`src/hdl/wfba_pkg.sv`:
```
// ----------------------------------------------------------------------------
// wfba_pkg: shared types and codes for the worst-fit block allocator
// Request modes, response status codes, controller states and the structs
// that travel between the controller and the search cells.
// ----------------------------------------------------------------------------
package wfba_pkg;

   // default configuration
   localparam int MAX_BLOCKS_DEF = 16;
   localparam int SIZE_WIDTH_DEF = 16;

   // fixed field widths of the request and response ports
   localparam int MODE_W   = 2;
   localparam int ITEM_W   = 16;
   localparam int STATUS_W = 3;
   localparam int INDEX_W  = 4;
   localparam int GRANT_W  = 16;

   typedef enum logic [MODE_W-1:0] {
      MODE_CLEAR = 2'd0,
      MODE_ADD   = 2'd1,
      MODE_ALLOC = 2'd2
   } mode_type;

   typedef enum logic [STATUS_W-1:0] {
      ST_ALLOC   = 3'd0,
      ST_ADDED   = 3'd1,
      ST_NOFIT   = 3'd2,
      ST_FULL    = 3'd3,
      ST_CLEARED = 3'd4
   } status_type;

   typedef enum logic [1:0] {
      S_IDLE = 2'd0,
      S_SCAN = 2'd1,
      S_HOLD = 2'd2
   } state_type;

   // broadcast commands from the controller to every cell
   typedef struct packed {
      logic clear;
      logic write_en;
      logic mark_en;
   } cell_ctrl_type;

   // flags of the search token passed from cell to cell
   typedef struct packed {
      logic valid;
      logic found;
   } token_type;

endpackage

```
`src/hdl/wfba_cell.sv`:
```
// ----------------------------------------------------------------------------
// wfba_cell: one slot of the block table with its stage of the search chain
// Holds one block size and its used and loaded flags, and updates the search
// token with this slot when the slot is free, fits and beats the best so far.
// ----------------------------------------------------------------------------
module wfba_cell #(
   parameter int IDX_WIDTH  = 4,
   parameter int SIZE_WIDTH = wfba_pkg::SIZE_WIDTH_DEF
) (
   input  logic                      clock,
   input  logic                      reset,
   input  wfba_pkg::cell_ctrl_type   ctrl,
   input  logic [IDX_WIDTH-1:0]      cell_idx,
   input  logic [IDX_WIDTH-1:0]      write_idx,
   input  logic [SIZE_WIDTH-1:0]     write_size,
   input  logic [IDX_WIDTH-1:0]      mark_idx,
   input  logic [SIZE_WIDTH-1:0]     req_size,
   input  wfba_pkg::token_type       tok_in,
   input  logic [IDX_WIDTH-1:0]      tok_in_idx,
   input  logic [SIZE_WIDTH-1:0]     tok_in_size,
   output wfba_pkg::token_type       tok_out,
   output logic [IDX_WIDTH-1:0]      tok_out_idx,
   output logic [SIZE_WIDTH-1:0]     tok_out_size
);

   logic [SIZE_WIDTH-1:0] size_ff;
   logic                  used_ff, used_in;
   logic                  loaded_ff, loaded_in;
   wfba_pkg::token_type   tok_ff, tok_in_nxt;
   logic [IDX_WIDTH-1:0]  tok_idx_ff, tok_idx_in;
   logic [SIZE_WIDTH-1:0] tok_size_ff, tok_size_in;
   logic                  hit_write;
   logic                  eligible;
   logic                  take;

   assign hit_write = ctrl.write_en && (write_idx == cell_idx);

   // slot flags: clear drops all, add loads a fresh free block, grant marks used
   always_comb begin
      used_in   = used_ff;
      loaded_in = loaded_ff;
      if (ctrl.clear) begin
         used_in   = 1'b0;
         loaded_in = 1'b0;
      end else if (hit_write) begin
         used_in   = 1'b0;
         loaded_in = 1'b1;
      end else if (ctrl.mark_en && (mark_idx == cell_idx)) begin
         used_in   = 1'b1;
      end
   end

   // take the token's best when this slot is a strictly larger fit
   assign eligible = loaded_ff && !used_ff && (size_ff >= req_size);
   assign take     = tok_in.valid && eligible && (!tok_in.found || (size_ff > tok_in_size));

   always_comb begin
      tok_in_nxt.valid = tok_in.valid;
      tok_in_nxt.found = tok_in.found || take;
      tok_idx_in       = take ? cell_idx : tok_in_idx;
      tok_size_in      = take ? size_ff : tok_in_size;
   end

   always_ff @(posedge clock) begin
      if (reset) begin
         used_ff   <= 1'b0;
         loaded_ff <= 1'b0;
         tok_ff    <= '0;
      end else begin
         used_ff   <= used_in;
         loaded_ff <= loaded_in;
         tok_ff    <= tok_in_nxt;
      end
   end

   // payload registers, no reset
   always_ff @(posedge clock) begin
      if (hit_write) begin
         size_ff <= write_size;
      end
      tok_idx_ff  <= tok_idx_in;
      tok_size_ff <= tok_size_in;
   end

   assign tok_out      = tok_ff;
   assign tok_out_idx  = tok_idx_ff;
   assign tok_out_size = tok_size_ff;

endmodule

```
`src/hdl/worst_fit_block_allocator.sv`:
```
// ----------------------------------------------------------------------------
// worst_fit_block_allocator: worst-fit fixed-partition block allocator
// Keeps a table of memory blocks in a chain of cells and grants the largest
// free block that fits each allocation request.
// ----------------------------------------------------------------------------
// A clear or add request needs no search: its response is loaded into the
// output register at the edge that accepts it, or is parked when that
// register is full and stalled. For an allocation request the request size
// is latched, then a search token walks the cell chain one cell per cycle,
// and the winning slot is marked used when the token leaves the last cell.
// The block takes no new request while a search runs or while a finished
// response waits behind a stalled output register that is already full.
// Mode three is dropped with no response. No clearing pass follows reset; the table is empty at once.
module worst_fit_block_allocator #(
   parameter int MAX_BLOCKS = wfba_pkg::MAX_BLOCKS_DEF,
   parameter int SIZE_WIDTH = wfba_pkg::SIZE_WIDTH_DEF
) (
   input  logic                           clock,
   input  logic                           reset,
   input  logic                           req_valid,
   output logic                           req_stall,
   input  logic [wfba_pkg::MODE_W-1:0]    req_mode,
   input  logic [wfba_pkg::ITEM_W-1:0]    req_item_size,
   output logic                           rsp_valid,
   input  logic                           rsp_stall,
   output logic [wfba_pkg::STATUS_W-1:0]  rsp_status,
   output logic [wfba_pkg::INDEX_W-1:0]   rsp_block_index,
   output logic [wfba_pkg::GRANT_W-1:0]   rsp_granted_size
);

   localparam int IDX_W = (MAX_BLOCKS > 1) ? $clog2(MAX_BLOCKS) : 1;
   localparam int CNT_W = $clog2(MAX_BLOCKS + 1);

   wfba_pkg::state_type     state_ff, state_in;
   wfba_pkg::cell_ctrl_type ctrl;
   logic                    accept;
   logic                    out_free;
   logic                    scan_done;
   logic                    start_ff, start_in;
   logic                    table_full;
   logic [CNT_W-1:0]        count_ff, count_in;
   logic [SIZE_WIDTH-1:0]   req_size_ff;
   logic [31:0]             item_wide;
   logic [SIZE_WIDTH-1:0]   item_size_cut;
   logic [7:0]              count_wide;
   logic [7:0]              best_idx_wide;
   logic [31:0]             best_size_wide;

   // response being produced this cycle
   logic                              res_valid;
   wfba_pkg::status_type              res_status;
   logic [wfba_pkg::INDEX_W-1:0]      res_index;
   logic [wfba_pkg::GRANT_W-1:0]      res_size;

   // response parked while the output register is full and stalled
   wfba_pkg::status_type              pend_status_ff;
   logic [wfba_pkg::INDEX_W-1:0]      pend_index_ff;
   logic [wfba_pkg::GRANT_W-1:0]      pend_size_ff;

   logic                              rsp_valid_ff;
   wfba_pkg::status_type              rsp_status_ff;
   logic [wfba_pkg::INDEX_W-1:0]      rsp_index_ff;
   logic [wfba_pkg::GRANT_W-1:0]      rsp_size_ff;

   // search chain wiring
   wfba_pkg::token_type   tok      [0:MAX_BLOCKS];
   logic [IDX_W-1:0]      tok_idx  [0:MAX_BLOCKS];
   logic [SIZE_WIDTH-1:0] tok_size [0:MAX_BLOCKS];
   logic [MAX_BLOCKS-1:0] tok_valid_vec;

   assign accept     = req_valid && !req_stall;
   assign out_free   = !rsp_valid_ff || !rsp_stall;
   assign scan_done  = tok[MAX_BLOCKS].valid;
   assign table_full = (count_ff == CNT_W'(MAX_BLOCKS));

   // fit field widths to the internal widths
   assign item_wide      = 32'(req_item_size);
   assign item_size_cut  = item_wide[SIZE_WIDTH-1:0];
   assign count_wide     = 8'(count_ff);
   assign best_idx_wide  = 8'(tok_idx[MAX_BLOCKS]);
   assign best_size_wide = 32'(tok_size[MAX_BLOCKS]);

   // next state
   always_comb begin
      state_in = state_ff;
      case (state_ff)
         wfba_pkg::S_IDLE: begin
            if (accept) begin
               if (req_mode == wfba_pkg::MODE_ALLOC) begin
                  state_in = wfba_pkg::S_SCAN;
               end else if (req_mode inside {wfba_pkg::MODE_CLEAR, wfba_pkg::MODE_ADD} &&
                            !out_free) begin
                  state_in = wfba_pkg::S_HOLD;
               end
            end
         end
         wfba_pkg::S_SCAN: begin
            if (scan_done) begin
               state_in = out_free ? wfba_pkg::S_IDLE : wfba_pkg::S_HOLD;
            end
         end
         wfba_pkg::S_HOLD: begin
            if (out_free) begin
               state_in = wfba_pkg::S_IDLE;
            end
         end
         default: begin
            state_in = wfba_pkg::S_IDLE;
         end
      endcase
   end

   // controller outputs: cell commands and the response of this cycle
   always_comb begin
      req_stall  = (state_ff != wfba_pkg::S_IDLE);
      ctrl       = '0;
      start_in   = 1'b0;
      res_valid  = 1'b0;
      res_status = wfba_pkg::ST_CLEARED;
      res_index  = '0;
      res_size   = '0;
      case (state_ff)
         wfba_pkg::S_IDLE: begin
            if (accept) begin
               case (req_mode)
                  wfba_pkg::MODE_CLEAR: begin
                     ctrl.clear = 1'b1;
                     res_valid  = 1'b1;
                     res_status = wfba_pkg::ST_CLEARED;
                  end
                  wfba_pkg::MODE_ADD: begin
                     res_valid = 1'b1;
                     if (table_full) begin
                        res_status = wfba_pkg::ST_FULL;
                     end else begin
                        ctrl.write_en = 1'b1;
                        res_status    = wfba_pkg::ST_ADDED;
                        res_index     = count_wide[wfba_pkg::INDEX_W-1:0];
                     end
                  end
                  wfba_pkg::MODE_ALLOC: begin
                     start_in = 1'b1;
                  end
                  default: begin
                     res_valid = 1'b0;
                  end
               endcase
            end
         end
         wfba_pkg::S_SCAN: begin
            if (scan_done) begin
               res_valid = 1'b1;
               if (tok[MAX_BLOCKS].found) begin
                  ctrl.mark_en = 1'b1;
                  res_status   = wfba_pkg::ST_ALLOC;
                  res_index    = best_idx_wide[wfba_pkg::INDEX_W-1:0];
                  res_size     = best_size_wide[wfba_pkg::GRANT_W-1:0];
               end else begin
                  res_status = wfba_pkg::ST_NOFIT;
               end
            end
         end
         wfba_pkg::S_HOLD: begin
            res_valid = 1'b0;
         end
         default: begin
            res_valid = 1'b0;
         end
      endcase
   end

   // advance the fill count
   always_comb begin
      count_in = count_ff;
      if (ctrl.clear) begin
         count_in = '0;
      end else if (ctrl.write_en) begin
         count_in = count_ff + CNT_W'(1);
      end
   end

   always_ff @(posedge clock) begin
      if (reset) begin
         state_ff <= wfba_pkg::S_IDLE;
         count_ff <= '0;
         start_ff <= 1'b0;
      end else begin
         state_ff <= state_in;
         count_ff <= count_in;
         start_ff <= start_in;
      end
   end

   // latch the request size for the search
   always_ff @(posedge clock) begin
      if (accept) begin
         req_size_ff <= item_size_cut;
      end
   end

   // park a response that cannot enter the output register yet
   always_ff @(posedge clock) begin
      if (res_valid && !out_free) begin
         pend_status_ff <= res_status;
         pend_index_ff  <= res_index;
         pend_size_ff   <= res_size;
      end
   end

   // output register
   always_ff @(posedge clock) begin
      if (reset) begin
         rsp_valid_ff <= 1'b0;
      end else if (out_free) begin
         rsp_valid_ff <= res_valid || (state_ff == wfba_pkg::S_HOLD);
      end
   end

   always_ff @(posedge clock) begin
      if (out_free) begin
         if (state_ff == wfba_pkg::S_HOLD) begin
            rsp_status_ff <= pend_status_ff;
            rsp_index_ff  <= pend_index_ff;
            rsp_size_ff   <= pend_size_ff;
         end else if (res_valid) begin
            rsp_status_ff <= res_status;
            rsp_index_ff  <= res_index;
            rsp_size_ff   <= res_size;
         end
      end
   end

   assign rsp_valid        = rsp_valid_ff;
   assign rsp_status       = rsp_status_ff;
   assign rsp_block_index  = rsp_index_ff;
   assign rsp_granted_size = rsp_size_ff;

   // inject a fresh token at the head of the chain
   assign tok[0].valid = start_ff;
   assign tok[0].found = 1'b0;
   assign tok_idx[0]   = '0;
   assign tok_size[0]  = '0;

   // chain of table cells
   for (genvar g = 0; g < MAX_BLOCKS; g++) begin : g_cell
      wfba_cell #(
         .IDX_WIDTH  (IDX_W),
         .SIZE_WIDTH (SIZE_WIDTH)
      ) u_cell (
         .clock        (clock),
         .reset        (reset),
         .ctrl         (ctrl),
         .cell_idx     (IDX_W'(g)),
         .write_idx    (count_ff[IDX_W-1:0]),
         .write_size   (item_size_cut),
         .mark_idx     (tok_idx[MAX_BLOCKS]),
         .req_size     (req_size_ff),
         .tok_in       (tok[g]),
         .tok_in_idx   (tok_idx[g]),
         .tok_in_size  (tok_size[g]),
         .tok_out      (tok[g+1]),
         .tok_out_idx  (tok_idx[g+1]),
         .tok_out_size (tok_size[g+1])
      );
      assign tok_valid_vec[g] = tok[g+1].valid;
   end

`ifndef SYNTHESIS
   // at most one search token is in flight
   a_one_token: assert property (@(posedge clock) disable iff (reset)
      $countones(tok_valid_vec) <= 1)
      else $error("more than one search token in the chain");

   // the fill count never passes the table depth
   a_count_bound: assert property (@(posedge clock) disable iff (reset)
      count_ff <= CNT_W'(MAX_BLOCKS))
      else $error("block count exceeds table depth");

   // a token leaves the chain only while a search is running
   a_done_in_scan: assert property (@(posedge clock) disable iff (reset)
      scan_done |-> (state_ff == wfba_pkg::S_SCAN))
      else $error("search finished outside a scan");

   // a started search ends exactly when the token clears the chain
   a_scan_length: assert property (@(posedge clock) disable iff (reset)
      start_ff |-> ##MAX_BLOCKS scan_done)
      else $error("search token did not arrive on time");
`endif

endmodule
```
`config.mk`:
```
export PLATFORM = sky130hd
export DESIGN_NAME = worst_fit_block_allocator
export DESIGN_NICKNAME = d
export VERILOG_FILES = /design/src/hdl/wfba_pkg.sv /design/src/hdl/wfba_cell.sv /design/src/hdl/worst_fit_block_allocator.sv
export SDC_FILE = /design/constraint.sdc
export NUM_CORES = 1
export LEC_CHECK = 0
export BUFFER_PORTS_ARGS = -buffer_cell sky130_fd_sc_hd__buf_2
export CORE_ASPECT_RATIO = 1.2
export CORE_UTILIZATION = 41
export DETAILED_ROUTE_END_ITERATION = 16
export HOLD_SLACK_MARGIN = 0.03
export PLACE_DENSITY = 0.65
export SYNTH_ARGS = -nofsm -noshare
export SYNTH_HDL_FRONTEND = slang
export SYNTH_SLANG_ARGS = --single-unit
```
`constraint.sdc`:
```
create_clock -name clock -period 6.7 [get_ports clock]
set_clock_uncertainty 0.05 [all_clocks]
set_input_delay 1.005 -clock clock [delete_from_list [all_inputs] [get_ports clock]]
set_output_delay 1.005 -clock clock [all_outputs]
set_load 0.03 [all_outputs]
```
Word-level counts from Yosys, hierarchy flattened. Index checks and enable logic that the tools add are counted. W data, S select, Z words.

Word-level logic and storage cells: 445. Register bits after elaboration: 707.

Equality and inequality tests: 39. Muxes and demuxes: 57. Bitwise logic cells: 2. Magnitude comparators: 31. Reductions and logical operators: 193. $add $sub $neg: 1.

Operator list (count): $mux W16 (20); $ge A16 B16 Y1 (16); $gt A16 B16 Y1 (15); $logic_and A1 B1 Y1 (98); $eq A4 B4 Y1 const B (16); $reduce_or A3 Y1 (17); $logic_not A1 Y1 (35); $eq A4 B3 Y1 const B (8); $logic_or A1 B1 Y1 (32); $mux W4 (7); $mux W2 (10); $eq A4 B2 Y1 const B (4); $mux W3 (5); $mux W1 (11); $eq A4 B1 Y1 const B (2); $logic_not A4 Y1 (2); $pmux W4 S2 (1); $pmux W2 S3 (1); $pmux W3 S2 (1); $reduce_bool A2 Y1 (3); $add A5 B1 Y5 const B (1); $eq A5 B5 Y1 const B (1); $eq A2 B1 Y1 const B (2); $eq A2 B2 Y1 const B (2); other kinds (9) (13).

Depth between registers and ports, before layout.
Word-level depth: 8. Depth in mapped cells: 11.

By module. A second synthesis with hierarchy kept.

Cells, all modules: 3261. Area, all modules: 38697.1 µm².

Modules (own cells, without submodules): wfba_cell (area each 2243.4 µm², cells an instance 192, instances 16); worst_fit_block_allocator (area each 2802.7 µm², cells an instance 189, instances 1).

Least setup slack after synthesis. Ideal clock, no wire load.

Kind: in2reg. Start: input req_valid. End: register pend_index_ff[0] (netlist bit), enable pin. Arrival: 2.472 ns. Stages on the path: 3. Path slack: 3.767 ns. Buffers on the path: 0. Cells stage by stage: nor2b_1 > nand2_1 > a21oi_1.

Word-level cells in the longest chain between the ends: 4.

Ends and longest elaborated chain: start, declared (line worst_fit_block_allocator.sv:20) `input logic req_valid,`; $logic_and A1 B1 Y1 (line worst_fit_block_allocator.sv:71) `assign accept = req_valid && !req_stall;`; $mux W1 (line worst_fit_block_allocator.sv:124) `if (accept) begin`; $pmux W1 S2 (line worst_fit_block_allocator.sv:122) `case (state_ff)`; $logic_and A1 B1 Y1 (line worst_fit_block_allocator.sv:203) `if (res_valid && !out_free) begin`; end signal, assigned (line worst_fit_block_allocator.sv:205) `pend_index_ff <= res_index;`; end, declared (line worst_fit_block_allocator.sv:57) `logic [wfba_pkg::INDEX_W-1:0] pend_index_ff;`.

No other way between the ends. A chain may end at the register's enable or synchronous reset.

Worst setup path in the final report.
Start: register req_size_ff[1]. End: register g_cell[12].u_cell.tok_size_ff[6].

Word-level cells in the longest chain between the ends: 5.

Ends and longest elaborated chain: start, declared (line worst_fit_block_allocator.sv:42) `logic [SIZE_WIDTH-1:0] req_size_ff;`; start signal, assigned (line worst_fit_block_allocator.sv:197) `req_size_ff <= item_size_cut;`; $ge A16 B16 Y1 (line wfba_cell.sv:54) `assign eligible = loaded_ff && !used_ff && (size_ff >= req_size);`; $logic_and A1 B1 Y1 (line wfba_cell.sv:54); $logic_and A1 B1 Y1 (2 in series) (line wfba_cell.sv:55) `assign take = tok_in.valid && eligible && (!tok_in.found || (size_ff > tok_in_size));`; $mux W16 (line wfba_cell.sv:61) `tok_size_in = take ? size_ff : tok_in_size;`; net g_cell[12].u_cell.tok_size_in[6] (line wfba_cell.sv:31) `logic [SIZE_WIDTH-1:0] tok_size_ff, tok_size_in;`; end signal, assigned (line wfba_cell.sv:82) `tok_size_ff <= tok_size_in;`; end, declared (line wfba_cell.sv:31).

The timed path passes the listed nets, and every way through them passes these cells.

==> impl_results.md <==
- Max incr delay on CP: 860 ps
- RSZ-0062 raised after global routing: false
- Critical Path End Type: flip-flop
- Critical path class: flip-flop to flip-flop
- Syn Area/Cell: 12.02 sq um
- Largest net degree at the start of global routing: 39
- Die Height: 315.7 microns
- Post-CTS Resized: 0
- Power Density: 236.7 nW/um^2
- Worst Max-Slew Pin Slew: 1228 ps
- Post-Syn Instances: approximately 2800
- Top FF cell, synth: dfxtp_1
- Commonest non-fill, non-tap cell in the layout: ha_1
- Final worst slack: 2851 ps
- Hold_ws: between 300 and 400 ps
- Area leader, netlist: edfxtp_1
- Critical Path Fanout Max: 20
- Max Cap Violations: 0
- FF-to-FF Start: req_size_ff[1]
- Slew Viols, Final: 0
- Vias: 21410
- CP delay by family, top: simple AND/OR/NAND/NOR gates
- Total power: 8.880 mW
- Vias in the first global route: roughly 22000
- Hold_buf cts: 0
- Top-area cell type share of the netlist area: roughly 28%
- Worst reg2reg setup slack: 2850 ps
- Final nets: 3420
- Number of vias per cell: 5.354
- Wirelength per Cell: around 22 microns
- Cell-internal power: 6.934 mW
- Leakage power: 15.23 nW
- All-Layer GR Usage: 21.30%
- Total Routed Length: 88100 microns
- Slowest cell on crit path: or3_1
- # rows: 114
- Final setup vio count: 0
- Clock Latency Late Sink: 630 ps
- DRT iter0 DRCs: 1292
- Clk sink count: 696
- Die area: 83150 sq um
- Post-CTS setup buffers: 0
- H-tree depth: 3
- Setup TNS Final: 0 ps
- YS warnings: 0
- DRC violations left: 0
- Bufs and invs on worst path: 1
- Sw Pwr: 1.947 mW
- Slew headroom: 18.11%
- Most frequent cells in the layout: ha_1 (500), dfxtp_1 (378), edfxtp_1 (318)
- R2R depth: 9
- Top post-synthesis cells by area: edfxtp_1 (28%), dfxtp_1 (23%), ha_1 (19%)
- Layout cells sized above 1: 15.71%
- Net Sw Frac: 21.92%
- Clock power frac: 45.3%
- Num CTS Buffers: 69
- Diodes inserted: 0
- Pre-antenna DRT Iters: 5
- Fmax: 0.2598 GHz
- CTS Root Cell: clkbuf_16
- Worst hold path type: flip-flop to flip-flop
- Port bufs: 46
- Grt total ovfl: 0
- Post-Syn Area: ~34000 sq um
- Final core utilization: 46.39%
- Detailed Place HPWL: 62080 microns
- Share of power burned in registers: 50.4%
- Worst VDD drop: 0.1372 mV
- Clock Path Buffers: 3
- Crit. path cell count: 9
- Global-route wire length before repair: 132000 microns
- CTS tree: built
- Post-synth ARST share: 0%
- Routability cong.: 0.8793
- Synth unique cells: 59
- Area grow syn2layout: 11.60%
- Clk slew on worst S/H paths: ~70 ps
- Pre-CTS WS: 2647 ps
- Req. time, crit path: about 7100 ps
- Crit share post-route: a little under three fifths
- Critical Path AT: ~4300 ps
- Outcome: completed
- ANT nets after route: 0
- Comb pwr share: under 10%
- Critical-path cell list: inv_1 > ha_1 > nand2_1 > o21ai_0 > a21oi_1 > a21boi_0 > o41ai_1 > or3_1 > mux2_1
- Count of final hold-check violations: 0
- # IOs: 47
- Setup crit end: g_cell[12].u_cell.tok_out_size[6]
- Critical path startpoint category: flip-flop
- Core area: 80880 sq um
- Die Wd: 263.4 microns
- Reg-to-Reg End: g_cell[12].u_cell.tok_out_size[6]
- Crit path from: req_size_ff[1]
- #FFs+latches synth: 696
- Initial Util: 41.57%
- Initial antenna violation count: 3
- Post-synthesis sequential area ratio: approximately half
- Period minus WS final: 3849 ps
- EDFF count, synth: 318
- Syn Nets: 3319
[cell families after synthesis]
family                   after synthesis  synth area share [%]
multiplexers                         241                 8.225
flip-flops                           696                 50.92
adder cells (fa/ha/maj)              500                 18.61
buffers and inverters                339                 4.020
AND/OR/NAND/NOR                      554                 8.992
XOR/XNOR                               4                0.1042
AO/OA/AOI/OAI                        463                 9.134
[cell usage after synthesis, drive strengths merged, types with 2 or more instances]
cell,instances
ha,500
dfxtp,378
edfxtp,318
inv,297
mux2,240
a21oi,144
nor2,112
o21ai,93
a21o,87
nand2,85
nand4,68
nor2b,68
nor3,52
o21a,37
and3,33
nand3,30
a2111oi,28
buf,27
nand2b,26
or2,26
o2111ai,22
a211oi,20
and2,16
and4,15
clkbuf,15
a31oi,9
nor4,6
a211o,5
nand3b,5
o211ai,5
or3,4
a221o,3
a22o,3
nor3b,3
nor4bb,2
xnor2,2
xor2,2
[flip-flops by register name, summed over array words and instances (netlist names), 4 cells and up]
register / flops
count_ff: 5
g_cell.u_cell.used_ff: 16
g_cell.u_cell.tok_out: 32
g_cell.u_cell.size_ff: 256
g_cell.u_cell.loaded_ff: 16
pend_index_ff: 4
rsp_granted_size: 16
pend_size_ff: 16
req_size_ff: 16
g_cell.u_cell.tok_out_idx: 49
g_cell.u_cell.tok_out_size: 256
rsp_block_index: 4
[per-layer routing]
layer  track usage (%)  share of wire (%)  up-vias
met4             8.945                4.0        4
met3             2.593                3.9      176
met5                 0              0.030        -
met1             24.69                 40    10370
li1                  -                  -    10410
met2             39.52                 52      451
[power by group through the flow]
stage,combinational [mW],sequential (mW),clock (mW)
6_report,0.389,4.47,4.02
5_1_grt,0.425,4.47,4.25
4_1_cts,0.391,4.47,4.09
3_5_place_dp,0.389,4.57,0
3_3_place_gp,0.381,4.56,0
2_1_floorplan,0.182,4.58,0
[worst min path at each step]
stage / to / from / cells after the start
4_1_cts: g_cell[10].u_cell.tok_out_idx[3] / g_cell[9].u_cell.tok_out_idx[3] / 1
3_3_place_gp: g_cell[10].u_cell.tok_out_idx[3] / g_cell[9].u_cell.tok_out_idx[3] / 1
2_1_floorplan: g_cell[12].u_cell.tok_out_idx[2] / g_cell[11].u_cell.tok_out_idx[2] / 1
5_1_grt: g_cell[12].u_cell.tok_out_idx[2] / g_cell[11].u_cell.tok_out_idx[2] / 1
3_5_place_dp: g_cell[7].u_cell.tok_out_idx[2] / g_cell[6].u_cell.tok_out_idx[2] / 1
6_report: g_cell[7].u_cell.tok_out_idx[2] / g_cell[6].u_cell.tok_out_idx[2] / 1
[stage by stage]
stage,cells,area (sq um)
floorplan,2797,33620
global placement,3871,35160
detailed placement,3871,35160
CTS,3998,37520
global route,3998,37520
finish,3998,37520
[cell type report]
| type | count | area [sq um] |
|---|---|---|
| Timing Repair Buffer | 72 | 425.4 |
| Fill cell | 7122 | 43360 |
| Sequential cell | 696 | 17120 |
| Clock buffer | 95 | 1988 |
| Tap cell | 1044 | 1306 |
| Inverter | 297 | 1115 |
| Multi-Input combinational cell | 1762 | 15200 |
| Clock inverter | 32 | 367.9 |
Note: power is estimated with default switching activity, not from simulation.
